**src/hdl/rlps_pkg.sv**
```systemverilog
`default_nettype none

package rlps_pkg;

  localparam int ColorW = 24;
  localparam int ShortW = 8;
  localparam int LongW  = 16;
  localparam int IndexW = 3;

  localparam logic OP_TICK = 1'b0;
  localparam logic OP_LOAD = 1'b1;

  localparam logic [IndexW-1:0] REG_ZERO_HIGH = 3'd0;
  localparam logic [IndexW-1:0] REG_ZERO_LOW  = 3'd1;
  localparam logic [IndexW-1:0] REG_ONE_HIGH  = 3'd2;
  localparam logic [IndexW-1:0] REG_ONE_LOW   = 3'd3;
  localparam logic [IndexW-1:0] REG_LATCH     = 3'd4;

  localparam logic [ShortW-1:0] ZERO_HIGH_RST = 8'd8;
  localparam logic [ShortW-1:0] ZERO_LOW_RST  = 8'd25;
  localparam logic [ShortW-1:0] ONE_HIGH_RST  = 8'd22;
  localparam logic [ShortW-1:0] ONE_LOW_RST   = 8'd9;
  localparam logic [LongW-1:0]  LATCH_RST     = 16'd2000;

  typedef enum logic [1:0] {
    PH_IDLE  = 2'd0,
    PH_HIGH  = 2'd1,
    PH_LOW   = 2'd2,
    PH_LATCH = 2'd3
  } phase_t;

  // queue entry: classified beat
  typedef struct packed {
    logic              load;
    logic [ColorW-1:0] color;   // green, red, blue
  } cmd_t;

  // queue handshake toward the back end
  typedef struct packed {
    logic valid;
    cmd_t cmd;
  } q_head_t;

  // phase length for the current bit; zero acts as one tick
  function automatic logic [LongW-1:0] pick_len(input logic bit_val,
                                                input logic [ShortW-1:0] one_len,
                                                input logic [ShortW-1:0] zero_len);
    logic [ShortW-1:0] sel;
    sel = bit_val ? one_len : zero_len;
    return (sel == '0) ? LongW'(1) : LongW'(sel);
  endfunction

endpackage

`default_nettype wire

```
**src/hdl/rlps_front.sv**
```systemverilog
`default_nettype none

module rlps_front
  import rlps_pkg::*;
(
  input  wire logic          clk,
  input  wire logic          rst,
  input  wire logic          in_valid,
  output logic               in_ready,
  input  wire logic          operation,
  input  wire logic [7:0]    red,
  input  wire logic [7:0]    green,
  input  wire logic [7:0]    blue,
  output q_head_t            head,
  input  wire logic          pop
);

  cmd_t       entry [2];
  logic       wr_ptr;
  logic       rd_ptr;
  logic [1:0] count;
  logic       push;
  cmd_t       cmd_in;

  assign cmd_in.load  = (operation == OP_LOAD);
  assign cmd_in.color = {green, red, blue};

  assign in_ready   = (count != 2'd2);
  assign push       = in_valid && in_ready;
  assign head.valid = (count != 2'd0);
  assign head.cmd   = entry[rd_ptr];

  always_ff @(posedge clk) begin
    if (push) begin
      entry[wr_ptr] <= cmd_in;
    end
  end

  always_ff @(posedge clk) begin
    if (rst) begin
      wr_ptr <= 1'b0;
      rd_ptr <= 1'b0;
      count  <= 2'd0;
    end else begin
      if (push) begin
        wr_ptr <= ~wr_ptr;
      end
      if (pop) begin
        rd_ptr <= ~rd_ptr;
      end
      case ({push, pop})
        2'b10:   count <= count + 2'd1;
        2'b01:   count <= count - 2'd1;
        default: count <= count;
      endcase
    end
  end

  a_count_range: assert property (@(posedge clk) disable iff (rst) count != 2'd3)
    else $error("queue count out of range");
  a_no_pop_empty: assert property (@(posedge clk) disable iff (rst)
    pop |-> head.valid)
    else $error("pop from empty queue");
  a_ptr_gap: assert property (@(posedge clk) disable iff (rst)
    (count == 2'd0 || count == 2'd2) |-> (wr_ptr == rd_ptr))
    else $error("queue pointers disagree with count");

endmodule

`default_nettype wire

```
**src/hdl/rlps_back.sv**
```systemverilog
`default_nettype none

module rlps_back
  import rlps_pkg::*;
#(
  parameter int BITS_PER_LED = 24
) (
  input  wire logic              clk,
  input  wire logic              rst,
  input  wire q_head_t           head,
  output logic                   pop,
  input  wire logic              cfg_valid,
  output logic                   cfg_ready,
  input  wire logic [IndexW-1:0] cfg_index,
  input  wire logic [LongW-1:0]  cfg_data,
  output logic                   out_valid,
  input  wire logic              out_ready,
  output logic                   pin_level,
  output logic                   busy_res,
  output logic                   rejected
);

  localparam int WordW  = BITS_PER_LED;
  localparam int BitsW  = $clog2(BITS_PER_LED + 1);
  localparam int PadW   = BITS_PER_LED - ColorW;

  logic [ShortW-1:0] zero_high_ticks;
  logic [ShortW-1:0] zero_low_ticks;
  logic [ShortW-1:0] one_high_ticks;
  logic [ShortW-1:0] one_low_ticks;
  logic [LongW-1:0]  latch_ticks;

  phase_t            phase, phase_next;
  logic [WordW-1:0]  shift_word, shift_word_next;
  logic [BitsW-1:0]  bits_remaining, bits_remaining_next;
  logic [LongW-1:0]  phase_count, phase_count_next;

  logic [WordW-1:0]  load_word;
  logic [BitsW-1:0]  bits_dec;
  logic              expire;
  logic              res_pin, res_busy, res_rej;

  assign cfg_ready = 1'b1;

  always_ff @(posedge clk) begin
    if (rst) begin
      zero_high_ticks <= ZERO_HIGH_RST;
      zero_low_ticks  <= ZERO_LOW_RST;
      one_high_ticks  <= ONE_HIGH_RST;
      one_low_ticks   <= ONE_LOW_RST;
      latch_ticks     <= LATCH_RST;
    end else if (cfg_valid && cfg_ready) begin
      unique case (cfg_index)
        REG_ZERO_HIGH: zero_high_ticks <= cfg_data[ShortW-1:0];
        REG_ZERO_LOW:  zero_low_ticks  <= cfg_data[ShortW-1:0];
        REG_ONE_HIGH:  one_high_ticks  <= cfg_data[ShortW-1:0];
        REG_ONE_LOW:   one_low_ticks   <= cfg_data[ShortW-1:0];
        REG_LATCH:     latch_ticks     <= cfg_data;
        default: ;
      endcase
    end
  end

  assign pop       = head.valid && (!out_valid || out_ready);
  assign load_word = WordW'(head.cmd.color) << PadW;
  assign expire    = (phase_count <= LongW'(1));
  assign bits_dec  = (bits_remaining == '0) ? '0 : bits_remaining - BitsW'(1);

  // next state
  always_comb begin
    phase_next          = phase;
    shift_word_next     = shift_word;
    bits_remaining_next = bits_remaining;
    phase_count_next    = phase_count;
    if (pop) begin
      if (head.cmd.load) begin
        if (phase == PH_IDLE) begin
          shift_word_next     = load_word;
          bits_remaining_next = BitsW'(BITS_PER_LED);
          phase_next          = PH_HIGH;
          phase_count_next    = pick_len(load_word[WordW-1], one_high_ticks,
                                         zero_high_ticks);
        end
      end else begin
        unique case (phase)
          PH_IDLE: ;
          PH_HIGH: begin
            if (expire) begin
              phase_next       = PH_LOW;
              phase_count_next = pick_len(shift_word[WordW-1], one_low_ticks,
                                          zero_low_ticks);
            end else begin
              phase_count_next = phase_count - LongW'(1);
            end
          end
          PH_LOW: begin
            if (expire) begin
              shift_word_next     = shift_word << 1;
              bits_remaining_next = bits_dec;
              if (bits_dec != '0) begin
                phase_next       = PH_HIGH;
                phase_count_next = pick_len(shift_word[WordW-2], one_high_ticks,
                                            zero_high_ticks);
              end else begin
                phase_next       = PH_LATCH;
                phase_count_next = (latch_ticks == '0) ? LongW'(1) : latch_ticks;
              end
            end else begin
              phase_count_next = phase_count - LongW'(1);
            end
          end
          PH_LATCH: begin
            if (expire) begin
              phase_next       = PH_IDLE;
              phase_count_next = '0;
            end else begin
              phase_count_next = phase_count - LongW'(1);
            end
          end
        endcase
      end
    end
  end

  // result of the popped beat, from the state before it
  always_comb begin
    res_pin  = (phase == PH_HIGH);
    res_busy = (phase != PH_IDLE) || head.cmd.load;
    res_rej  = head.cmd.load && (phase != PH_IDLE);
  end

  always_ff @(posedge clk) begin
    if (rst) begin
      phase          <= PH_IDLE;
      shift_word     <= '0;
      bits_remaining <= '0;
      phase_count    <= '0;
      out_valid      <= 1'b0;
    end else begin
      phase          <= phase_next;
      shift_word     <= shift_word_next;
      bits_remaining <= bits_remaining_next;
      phase_count    <= phase_count_next;
      if (pop) begin
        out_valid <= 1'b1;
      end else if (out_ready) begin
        out_valid <= 1'b0;
      end
    end
  end

  always_ff @(posedge clk) begin
    if (pop) begin
      pin_level <= res_pin;
      busy_res  <= res_busy;
      rejected  <= res_rej;
    end
  end

  a_bits_live: assert property (@(posedge clk) disable iff (rst)
    (phase == PH_HIGH || phase == PH_LOW) |-> (bits_remaining != '0))
    else $error("bit phase with no bits left");
  a_count_live: assert property (@(posedge clk) disable iff (rst)
    (phase != PH_IDLE) |-> (phase_count != '0))
    else $error("active phase with zero count");
  a_rej_busy: assert property (@(posedge clk) disable iff (rst)
    (out_valid && rejected) |-> busy_res)
    else $error("reject reported while idle");
  a_pin_busy: assert property (@(posedge clk) disable iff (rst)
    (out_valid && pin_level) |-> (busy_res && !rejected || busy_res))
    else $error("pin high while idle");
  a_idle_hold: assert property (@(posedge clk) disable iff (rst)
    (phase == PH_IDLE && !(pop && head.cmd.load)) |=> (phase == PH_IDLE))
    else $error("left idle without a load");

endmodule

`default_nettype wire

```
**src/hdl/rgb_led_pulse_serializer_core.sv**
```systemverilog
`default_nettype none

// Channel   Signals                                  Dir  Beat
// in        in_valid/in_ready, operation,rgb         in   tick or color load
// out       out_valid/out_ready, pin_level,busy_res, out  one result per in beat
//           rejected
// cfg       cfg_valid/cfg_ready, cfg_index,cfg_data  in   register write
//
// One in beat per cycle while out_ready is high; each result is registered.
// A 2-entry queue between front and back holds beats while the output stalls.
// Reset loads the default timing registers and leaves the serializer idle.
// cfg_ready is always high; writes take effect on the next cycle.

module rgb_led_pulse_serializer_core
  import rlps_pkg::*;
#(
  parameter int BITS_PER_LED = 24
) (
  input  wire logic              clk,
  input  wire logic              rst,
  input  wire logic              in_valid,
  output logic                   in_ready,
  input  wire logic              operation,
  input  wire logic [7:0]        red,
  input  wire logic [7:0]        green,
  input  wire logic [7:0]        blue,
  output logic                   out_valid,
  input  wire logic              out_ready,
  output logic                   pin_level,
  output logic                   busy_res,
  output logic                   rejected,
  input  wire logic              cfg_valid,
  output logic                   cfg_ready,
  input  wire logic [IndexW-1:0] cfg_index,
  input  wire logic [LongW-1:0]  cfg_data
);

  q_head_t head;
  logic    pop;

  rlps_front u_front (
    .clk       (clk),
    .rst       (rst),
    .in_valid  (in_valid),
    .in_ready  (in_ready),
    .operation (operation),
    .red       (red),
    .green     (green),
    .blue      (blue),
    .head      (head),
    .pop       (pop)
  );

  rlps_back #(
    .BITS_PER_LED (BITS_PER_LED)
  ) u_back (
    .clk       (clk),
    .rst       (rst),
    .head      (head),
    .pop       (pop),
    .cfg_valid (cfg_valid),
    .cfg_ready (cfg_ready),
    .cfg_index (cfg_index),
    .cfg_data  (cfg_data),
    .out_valid (out_valid),
    .out_ready (out_ready),
    .pin_level (pin_level),
    .busy_res  (busy_res),
    .rejected  (rejected)
  );

endmodule

`default_nettype wire

```
**config.mk**
```make
export PLATFORM = sky130hd
export DESIGN_NAME = rgb_led_pulse_serializer_core
export DESIGN_NICKNAME = d
export VERILOG_FILES = /design/src/hdl/rlps_pkg.sv /design/src/hdl/rlps_front.sv /design/src/hdl/rlps_back.sv /design/src/hdl/rgb_led_pulse_serializer_core.sv
export SDC_FILE = /design/constraint.sdc
export NUM_CORES = 1
export LEC_CHECK = 0
export ABC_CLOCK_PERIOD_IN_PS = 3100
export BUFFER_PORTS_ARGS = -buffer_cell sky130_fd_sc_hd__buf_2
export CAP_MARGIN = 20
export CORE_MARGIN = 2
export CORE_UTILIZATION = 30
export DETAILED_ROUTE_END_ITERATION = 7
export MAX_ROUTING_LAYER = met4
export SLEW_MARGIN = 20
export SYNTH_ARGS = -nofsm -noshare
export SYNTH_HDL_FRONTEND = slang
export SYNTH_SLANG_ARGS = --single-unit
```
**constraint.sdc**
```tcl
create_clock -name clk -period 3.1 [get_ports clk]
set_input_delay 0.62 -clock clk [delete_from_list [all_inputs] [get_ports clk]]
set_output_delay 0.62 -clock clk [all_outputs]
set_load 0.05 [all_outputs]
```
# [After elaboration in Yosys (flattened, before gate mapping)]
# Memory sizes are Yosys's and may differ from the RTL's. A register that Yosys moved wholly into a read port is not among the register bits.
# Cells that the tools add are included.
[word_totals] reg_bits=103 latch_bits=0 mem_bits_rw=50 mem_bits_ro=0 inputBits=49 word_cells=104 memories=1
[mem_list] memory="u_front.entry" depth=2 width=25 rd=1 rd_clocked_by_memory_dff=1 wr=1 line_no="rlps_front.sv:18" text="cmd_t entry [2];"
[classes] add_sub_neg=4 mul=0 div=0 n_lt_le_gt_ge=1 eq_ne=14 n_shift=0 n_mux=37 bitwise=2 n_reduce_logical=29
[ops] cell="two-way mux 16 bit" count=7
[ops] cell="two-way mux 24 bit" count=4
[ops] cell="two-way mux 8 bit" count=6
[ops] cell="one-hot mux 16 bit (3 select lines)" count=1
[ops] cell="two-way mux 5 bit" count=5
[ops] cell="zero test 8 bit" count=3
[ops] cell="<= comparator 16 x 1 -> 1 bit, second input constant" count=1
[ops] cell="zero test 16 bit" count=1
[ops] cell="subtractor 16 x 1 -> 16 bit, second input constant" count=1
[ops] cell="two-way mux 2 bit" count=6
[ops] cell="nonzero test 2 bit" count=6
[ops] cell="AND reduction 2 bit" count=5
[ops] cell="inequality test 3 x 1 -> 1 bit, second input constant" count=3
[ops] cell="== test 2 bit, second input constant" count=3
[ops] cell="== test 3 x 2 -> 1 bit, second input constant" count=2
[ops] cell="two-way mux 1 bit" count=6
[ops] cell="one-hot mux 2 bit (3 select lines)" count=1
[ops] cell="AND reduction 6 bit" count=1
[ops] cell="zero test 5 bit" count=1
[ops] cell="nonzero test 5 bit" count=1
[ops] cell="subtractor 5 x 1 -> 5 bit, second input constant" count=1
[ops] cell="== test 2 x 1 -> 1 bit, second input constant" count=2
[ops] cell="inequality test 2 bit, second input constant" count=2
[ops] cell="one-hot mux 2 bit (2 select lines)" count=1
[ops] cell="other kinds (13)" count=17

# [Logic depth before layout (Yosys ltp)]
# Gate-level depths: netlist (run 1).
[depth] word_depth=7 mapped_depth=9

# [Hierarchy]
# A second synthesis (run 1) with hierarchy kept.
[unflattened] cells_unflattened=711 area_unflattened_um2=6985.4
[modules_own_cells] module="rlps_back" n_inst=1 cells_per_inst=610 area_each_um2=4972.3
[modules_own_cells] module="rlps_front" n_inst=1 cells_per_inst=101 area_each_um2=2013.2

# [Worst setup path after synthesis (run 1)]
# No wires, ideal clock.
[synth_timing] path_kind="flip-flop to flip-flop" from="reg u_front.count[0]" to="mem u_front.entry[0][0] in the netlist's numbering (enable)" setup_ns=0.407 t_arrival_ns=2.148 slack_ns=0.545 stages_incl_launch_ff=4 path_buffers=0 synth_period_minus_slack_ns=2.555 path_cell_list="dfxtp_1 -> nand2b_1 -> nand2_1 -> nor2_1"
[synth_via] elab_chain_cells=4
[synth_lines] element="start: declaration" line_no="rlps_front.sv:21" text="logic [1:0] count;"
[synth_lines] element="start signal: assignment" line_no="rlps_front.sv:52" text="2'b10: count <= count + 2'd1;"
[synth_lines] element="start signal: assignment" line_no="rlps_front.sv:53" text="2'b01: count <= count - 2'd1;"
[synth_lines] element="start signal: assignment" line_no="rlps_front.sv:54" text="default: count <= count;"
[synth_lines] element="inequality test 2 bit" line_no="rlps_front.sv:28" text="assign in_ready = (count != 2'd2);"
[synth_lines] element="net in_ready" line_no="rgb_led_pulse_serializer_core.sv:22" text="output logic in_ready,"
[synth_lines] element="logical AND 1 bit" line_no="rlps_front.sv:29" text="assign push = in_valid && in_ready;"
[synth_lines] element="two-way mux 1 bit" line_no="rlps_front.sv:34" text="if (push) begin"
[synth_lines] element="two-way mux 1 bit (not written as such)" line_no="rlps_front.sv:35" text="entry[wr_ptr] <= cmd_in;"
[synth_lines] element="end: declaration" line_no="rlps_front.sv:18"
# The timed path passes the listed nets, and every way through them passes these cells.

# [Final worst setup path (run 1)]
[layout_timing] from="reg u_back.bits_remaining[0]" to="reg u_back.phase_count[3]"
[layout_via] elab_chain_cells=7 elab_cells_between_ends=8
[layout_lines] element="start: declaration" line_no="rlps_back.sv:35" text="logic [BitsW-1:0] bits_remaining, bits_remaining_next;"
[layout_lines] element="start signal: assignment" line_no="rlps_back.sv:142" text="bits_remaining <= bits_remaining_next;"
[layout_lines] element="subtractor 5 x 1 -> 5 bit or zero test 5 bit (tied branches)" line_no="rlps_back.sv:67" text="assign bits_dec = (bits_remaining == '0) ? '0 : bits_remaining - BitsW'(1);"
[layout_lines] element="two-way mux 5 bit *" line_no="rlps_back.sv:67"
[layout_lines] element="nonzero test 5 bit *" line_no="rlps_back.sv:100" text="if (bits_dec != '0) begin"
[layout_lines] element="two-way mux 16 bit *" line_no="rlps_back.sv:100"
[layout_lines] element="two-way mux 16 bit *" line_no="rlps_back.sv:97" text="if (expire) begin"
[layout_lines] element="one-hot mux 16 bit (3 select lines) *" line_no="rlps_back.sv:85" text="unique case (phase)"
[layout_lines] element="two-way mux 16 bit *" line_no="rlps_back.sv:76" text="if (head.cmd.load) begin"
[layout_lines] element="end signal: assignment" line_no="rlps_back.sv:143" text="phase_count <= phase_count_next;"
[layout_lines] element="end: declaration" line_no="rlps_back.sv:36" text="logic [LongW-1:0] phase_count, phase_count_next;"
# Every way passes the cells marked *; elsewhere a longest branch is shown, timed or not.
# A chain may end at the register's enable or synchronous reset.

==> flow_metrics.env, run 1 <==
export IMPL_status="finished, final reports clean"
export IMPL_vias=5581
export IMPL_finalCritPeriodShare=0.800
export IMPL_post_route_util=0.361
export IMPL_min_path_cells=1
export IMPL_rsz0062_at_grt="false"
export IMPL_clkTransAtPathRegs_ns=0.07
export IMPL_yosys_top_cells_area="dfxtp_1 29%, edfxtp_1 23%, nand2_1 8.0%"
export IMPL_grt_usage=0.147
export IMPL_rows=55
export IMPL_die_h_um=157
export IMPL_synth_seq_area_share=0.515
export IMPL_clk_latency_ns=0.43
export IMPL_drt_iter0_drc=332
export IMPL_worstPathArrival_ns=2.79
export IMPL_diodes=0
export IMPL_io_pins=55
export IMPL_worst_setup_path_type="reg2reg"
export IMPL_finalSetupViolCount=0
export IMPL_relSlewSlack=0.557
export IMPL_core_area_um2=22800
export IMPL_fin_ws_ns=0.619
export IMPL_multi_input_area_um2=3200
export IMPL_ys_types=67
export IMPL_r2r_slack_ns=0.62
export IMPL_grt_pass1_wl_um=27800
export IMPL_ys_async_sr_fraction=0
export IMPL_remaining_drc_errors=0
export IMPL_tns_ns=0
export IMPL_ant_nets=0
export IMPL_cts_tree="yes"
export IMPL_maxSlewViolCount=0
export IMPL_gp_congestion=0.831
export IMPL_design_area_um2=8220
export IMPL_ff2ff_path_depth=9
export IMPL_holdWs_ns=0.377
export IMPL_powerDensity_nw_per_um2=895
export IMPL_fin_crit_ns=2.48
export IMPL_cp_end_kind="register"
export IMPL_drv_cap=0
export IMPL_grt_max_degree=58
export IMPL_syn_inst=735
export IMPL_dpl_hpwl_um=11500
export IMPL_wire_per_inst_um=15.3
export IMPL_vias_per_cell=5.04
export IMPL_drive_gt1_frac=0.161
export IMPL_cp_max_fo=11
export IMPL_startpoint_type="register"
export IMPL_place_area_um2=7630
export IMPL_fin_nets=834
export IMPL_netlist_area_um2=7020
export IMPL_antenna_found_initial=0
export IMPL_synth_top_area_frac=0.288
export IMPL_worst_pin_slew_ns=0.658
export IMPL_cts_root_buf="clkbuf_16"
export IMPL_htree_levels=4
export IMPL_postCtsSetupBuffers=0
export IMPL_drtPass1Iterations=5
export IMPL_vdd_ir_drop_max_mv=0.454
export IMPL_yosysTopAreaCell="dfxtp_1"
export IMPL_ys_ff_latch=154
export IMPL_p_leak_nw=2.95
export IMPL_clockBufferDepth=2
export IMPL_cts_resized=0
export IMPL_synth_flop_cell="dfxtp_1"
export IMPL_hp_class="in2reg"
export IMPL_finalNonFillerCells=1107
export IMPL_placedCellCount=1075
export IMPL_hold_buffers=0
export IMPL_hold_violations=0
export IMPL_initial_utilization=0.308
export IMPL_numPortBuffers=53
export IMPL_grt_pass1_vias=5394
export IMPL_power_mw=7.36
export IMPL_synth_edf_count=53
export IMPL_die_x_um=157
export IMPL_drt_total_wl_um=17000
export IMPL_syn_avg_cell_area_um2=9.56
export IMPL_min_from="green[1]"
export IMPL_fin_skew_ns=0.00932
export IMPL_required_ns=3.41
export IMPL_ys_warn_count=0
export IMPL_hold_path_endpoint="u_front.entry[0][17]"
export IMPL_n_fill_cell=2340
export IMPL_fmax_mhz=403
export IMPL_cts_sinks=154
export IMPL_die_area_um2=24700
export IMPL_cts_inserted_buffers=17
export IMPL_r2r_end="u_back.phase_count[3]"
export IMPL_syn_to_final_growth_pct=17.0
export IMPL_rr_startpoint="u_back.bits_remaining[0]"
export IMPL_seqCellArea_um2=3610
export IMPL_grt_overflow_total=0
export IMPL_pre_cts_ws_ns=0.475
export IMPL_syn_num_nets=788
[final cells by class]
type | instances | area share
flip-flops and latches | 154 | 0.440
inverters | 9 | 0.00411
multi-input cells | 529 | 0.389
clock buffers | 17 | 0.0518
repair buffers | 70 | 0.0478
clock inverters | 15 | 0.0199
well taps | 313 | 0.0477
[report_power, final]
| part | internal, mW | leakage (nW) | switching, mW | total (mW) |
|---|---|---|---|---|
| Clock | 1.14 | 0.284 | 0.908 | 2.04 |
| Sequential | 2.42 | 1.32 | 0.256 | 2.68 |
| Combinational | 0.961 | 1.35 | 1.68 | 2.64 |
[Yosys cell counts, drive strengths merged (4+ instances only)]
library cell / count
a21oi: 71
a211oi: 4
inv: 8
o221ai: 4
and3: 9
nand2: 149
mux2i: 53
xnor2: 5
dfxtp: 101
o211ai: 26
a31oi: 5
o21ai: 27
mux2: 9
or3: 6
nor3: 17
clkbuf: 30
nand3: 23
and2: 5
nor2: 47
ha: 4
edfxtp: 53
nor2b: 4
buf: 13
nor4: 13
o31ai: 4
[worst max-delay path, cell delays in order, from the launching register on]
cell and delay (ns):
dfxtp_1 0.39, inv_1 0.06, ha_1 0.28, xnor2_1 0.16, a32oi_1 0.15, nor4_4 0.18
buf_4 0.24, mux2_2 0.34, a2111oi_0 0.46, nor2_1 0.09
[kinds of logic (layout without fill, tap and decap cells)]
kind of cell | Yosys count | count (layout) | synth area share
simple gates | 286 | 286 | 0.196
compound gates | 168 | 168 | 0.151
flops | 154 | 154 | 0.515
mux | 62 | 62 | 0.0905
buf+inv | 52 | 111 | 0.0306
xor+xnor | 8 | 8 | 0.00998
fa+ha+maj | 4 | 4 | 0.00713
other cells | 1 | 1 | 0.000534
[registers in the layout, summed over array words and instances (netlist names), named ones only]
name and cells:
u_back.one_low_ticks 8, u_back.zero_low_ticks 8, u_back.bits_remaining 5, u_back.zero_high_ticks 8
u_back.one_high_ticks 8, u_back.pin_level 1, u_back.rejected 1, u_back.latch_ticks 16
u_back.shift_word 24, u_front.rd_ptr 1, u_back.phase_count 16, u_back.phase 2
u_back.busy_res 1, u_front.wr_ptr 1, u_back.out_valid 1, u_front.entry 50
u_front.count 2
[layout by cell type (no fill, tap or decap), drive strengths merged, types with 3 or more instances in the layout]
| cell | netlist | routed |
|---|---|---|
| clkbuf | 30 | 17 |
| nand2 | 149 | 149 |
| nor2b | 4 | 4 |
| a21oi | 71 | 71 |
| o41ai | 3 | 3 |
| and2 | 5 | 5 |
| or3 | 6 | 6 |
| a311oi | 3 | 3 |
| clkinv | 1 | 8 |
| o21ai | 27 | 27 |
| dfxtp | 101 | 101 |
| mux2i | 53 | 53 |
| inv | 8 | 13 |
| and3 | 9 | 9 |
| o21a | 3 | 3 |
| a31oi | 5 | 5 |
| nor4 | 13 | 13 |
| edfxtp | 53 | 53 |
| nand2b | 3 | 3 |
| ha | 4 | 4 |
| nor3 | 17 | 17 |
| buf | 13 | 70 |
| a211oi | 4 | 4 |
| o211ai | 26 | 26 |
| nand3 | 23 | 23 |
| nor2 | 47 | 47 |
| o31ai | 4 | 4 |
| mux2 | 9 | 9 |
| xor2 | 3 | 3 |
| xnor2 | 5 | 5 |
| o221ai | 4 | 4 |
[how the worst max path moves through the flow]
stage | from | end | slack, ns | cells past startpoint
6_report | u_back.bits_remaining[0] | u_back.phase_count[3] | 0.62 | 9
5_1_grt | u_back.bits_remaining[0] | u_back.phase_count[3] | 0.28 | 9
4_1_cts | u_back.bits_remaining[0] | u_back.phase_count[3] | 0.60 | 9
3_5_place_dp | out_ready | u_back.phase_count[3] | 0.48 | 9
3_3_place_gp | out_ready | u_back.phase_count[3] | 0.57 | 9
2_1_floorplan | u_front.count[0] | u_front.entry[0][0] | 0.55 | 3
[routing by layer]
| metal | track usage | up-vias | routed length, um |
|---|---|---|---|
| met4 | 0.0638 | 0 | 362 |
| met3 | 0.0275 | 26 | 575 |
| met2 | 0.229 | 130 | 8010 |
| met1 | 0.188 | 2674 | 8010 |
| met5 | - | - | 0 |
| li1 | - | 2751 | - |
(Power assumes the default switching activity.)
==> run 2, diff against run 1 <==
--- a/config.mk
+++ b/config.mk
@@ -5,7 +5,8 @@
 export SDC_FILE = /design/constraint.sdc
 export NUM_CORES = 1
 export LEC_CHECK = 0
-export ABC_CLOCK_PERIOD_IN_PS = 3100
+export ABC_AREA = 1
+export ABC_CLOCK_PERIOD_IN_PS = 2400
 export BUFFER_PORTS_ARGS = -buffer_cell sky130_fd_sc_hd__buf_2
 export CAP_MARGIN = 20
 export CORE_MARGIN = 2
==> constraint.sdc (replaced) <==
create_clock -name clk -period 2.4 [get_ports clk]
set_input_delay 0.48 -clock clk [delete_from_list [all_inputs] [get_ports clk]]
set_output_delay 0.48 -clock clk [all_outputs]
set_load 0.05 [all_outputs]
==> run 2 against run 1 <==
Via count up 9.7%. Total power grew 63%. Cell count up 19%. Critical endpoint is now u_back.phase[1]. Largest cell class unchanged. Largest power group is now combinational cells.
==> flow_metrics.env, run 2 <==
export IMPL_status="finished, final reports clean"
export IMPL_dpl_hpwl_um=11900
export IMPL_fin_nets=1036
export IMPL_maxSlewViolCount=0
export IMPL_ys_types=42
export IMPL_seqPwrFrac=0.302
export IMPL_clk_latency_ns=0.43
export IMPL_relSlewSlack=0.589
export IMPL_top_regs="u_front.entry (50), u_back.shift_word (24)"
export IMPL_drive_gt1_frac=0.150
export IMPL_grt_pass1_wl_um=28700
export IMPL_rsz0062_at_grt="false"
export IMPL_grt_max_degree=41
export IMPL_postCtsSetupBuffers=0
export IMPL_clkTransAtPathRegs_ns=0.06
export IMPL_ys_ff_latch=154
export IMPL_yosysMostFrequentCell="nand2_1"
export IMPL_clockBufferDepth=2
export IMPL_numPortBuffers=53
export IMPL_io_pins=55
export IMPL_vias_per_cell=4.64
export IMPL_layout_common_cells="263 x nand2_1, 101 x dfxtp_1, 98 x nor2_1"
export IMPL_syn_avg_cell_area_um2=7.88
export IMPL_p_leak_nw=3.69
export IMPL_power_frac_clock=0.225
export IMPL_cts_sinks=154
export IMPL_cp_max_fo=8
export IMPL_p_sw_mw=5.18
export IMPL_final_common_cell="nand2_1"
export IMPL_cts_tree="yes"
export IMPL_fmax_mhz=499
export IMPL_power_mw=12.0
export IMPL_initial_utilization=0.305
export IMPL_wire_per_inst_um=13.0
export IMPL_synth_top_area_frac=0.275
export IMPL_grt_overflow_total=0
export IMPL_die_h_um=161
export IMPL_cts_inserted_buffers=17
export IMPL_ys_warn_count=0
export IMPL_diodes=0
export IMPL_worstPathArrival_ns=2.36
export IMPL_ys_async_sr_fraction=0
export IMPL_drtPass1Iterations=5
export IMPL_powerDensity_nw_per_um2=1400
export IMPL_antenna_found_initial=0
export IMPL_syn_num_nets=988
export IMPL_swShare=0.433
export IMPL_fin_skew_ns=0.00935
export IMPL_vias=6121
export IMPL_cts_root_buf="clkbuf_16"
export IMPL_die_x_um=161
export IMPL_cp_end_kind="register"
export IMPL_cts_resized=0
export IMPL_required_ns=2.75
export IMPL_p_comb_frac=0.473
export IMPL_netlist_area_um2=7360
export IMPL_hold_violations=0
export IMPL_remaining_drc_errors=0
export IMPL_drt_iter0_drc=399
export IMPL_rows=57
export IMPL_fin_crit_ns=2.00
export IMPL_synth_flop_cell="dfxtp_1"
export IMPL_hp_class="in2reg"
export IMPL_internal_power_mw=6.78
export IMPL_hold_buffers=0
export IMPL_top_register="u_front.entry"
export IMPL_tns_ns=0
export IMPL_worst_setup_path_type="reg2reg"
export IMPL_largest_register_ffs=50
export IMPL_htree_levels=4
export IMPL_grt_pass1_vias=5830
export IMPL_core_area_um2=24200
export IMPL_ant_nets=0
export IMPL_worst_pin_slew_ns=0.615
export IMPL_drt_total_wl_um=17200
export IMPL_yosys_top_cells_area="dfxtp_1 27%, edfxtp_1 22%, nand2_1 13%"
export IMPL_synth_edf_count=53
export IMPL_n_fill_cell=2533
export IMPL_vdd_ir_drop_max_mv=0.984
export IMPL_drv_cap=0
export IMPL_gp_congestion=0.853
export IMPL_netlist_top_cells_count="263 x nand2_1, 101 x dfxtp_1, 100 x nor2_1"
export IMPL_startpoint_type="register"
export IMPL_finalSetupViolCount=0
export IMPL_finalCritPeriodShare=0.835
export IMPL_synth_seq_area_share=0.491
export IMPL_grt_usage=0.142
export IMPL_syn_inst=935
export IMPL_die_area_um2=25800
export IMPL_syn_to_final_growth_pct=16.2
export IMPL_yosysTopAreaCell="dfxtp_1"
[run 2: cell types whose count changed in the layout (fill, tap and decap cells not counted), sizes merged, moves of 41 or more]
cell,previous run,this run
nand3,23,64
inv,13,74
mux2i,53,1
nand2,149,272
o21ai,27,86
nor2,47,115
[run 2: per-layer routing]
metal  up-vias  part of all wire  global-route usage  wire, um
met3        31             0.034              0.0279       586
met2       111              0.48               0.235      8340
met5         -                 0                   -         0
met1      2814              0.46               0.174      7970
li1       3165                 -                   -         -
met4         0             0.018              0.0500       310
[run 2: kinds of logic after synthesis]
family                     Yosys count  synth area share
adders and majority gates            4           0.00680
DFF                                154             0.491
xor gates and xnor gates             5           0.00595
and+or+nand+nor                    478             0.282
other                                1          0.000509
muxes                                1           0.00136
AOI/OAI and AO/OA                  174             0.138
buffers and inverters              118            0.0746
[run 2: final cells by class]
cell class	count	area [um2]	area share
clock buffers	21	455	0.0532
well taps	324	405	0.0474
clock inverters	11	138	0.0161
inverters	73	277	0.0323
repair buffers	74	460	0.0538
flip-flops and latches	154	3610	0.422
multi-input cells	663	3210	0.375
[run 2: power by group through the flow]
stage               clock network [mW]  logic [mW]  registers, mW
floorplan                            0        4.45           3.68
global placement                     0        5.61           3.65
detailed placement                   0        5.65           3.66
CTS                               2.75        5.66           3.61
global route                      2.84        6.41           3.68
finish                            2.69        5.66           3.61
[run 2: path summary, 6_finish.rpt]
| kind | start | end | slack (ns) | depth (start not counted) |
|---|---|---|---|---|
| min | red[2] | u_front.entry[1][10] | 0.23 | 1 |
| min reg2reg | u_back.shift_word[6] | u_back.shift_word[6] | 0.44 | 2 |
| max reg2reg | u_back.bits_remaining[0] | u_back.phase[1] | 0.40 | 11 |
| max | u_back.bits_remaining[0] | u_back.phase[1] | 0.40 | 11 |
[run 2: critical path, cell delays in order, from the launching register on]
cell and delay (ns):
dfxtp_1 0.30, inv_1 0.12, ha_1 0.21, nand2_1 0.08, o21ai_1 0.24, nand2_1 0.09
inv_1 0.07, nand3_1 0.21, buf_4 0.25, o21ai_0 0.16, nand3b_1 0.09, a21oi_1 0.12
[run 2: stage by stage]
| step | cells | utilization | hold WS, ns | area, um2 | setup slack (ns) |
|---|---|---|---|---|---|
| 3_3_place_gp | 1288 | 0.329 | 0.432 | 7960 | 0.391 |
| 5_1_grt | 1320 | 0.354 | 0.227 | 8550 | 0.179 |
| 2_1_floorplan | 935 | - | 0.424 | 7370 | 0.299 |
| 6_report | 1320 | 0.354 | 0.233 | 8550 | 0.395 |
| 3_5_place_dp | 1288 | 0.329 | 0.440 | 7960 | 0.323 |
| 4_1_cts | 1320 | 0.354 | 0.217 | 8550 | 0.401 |
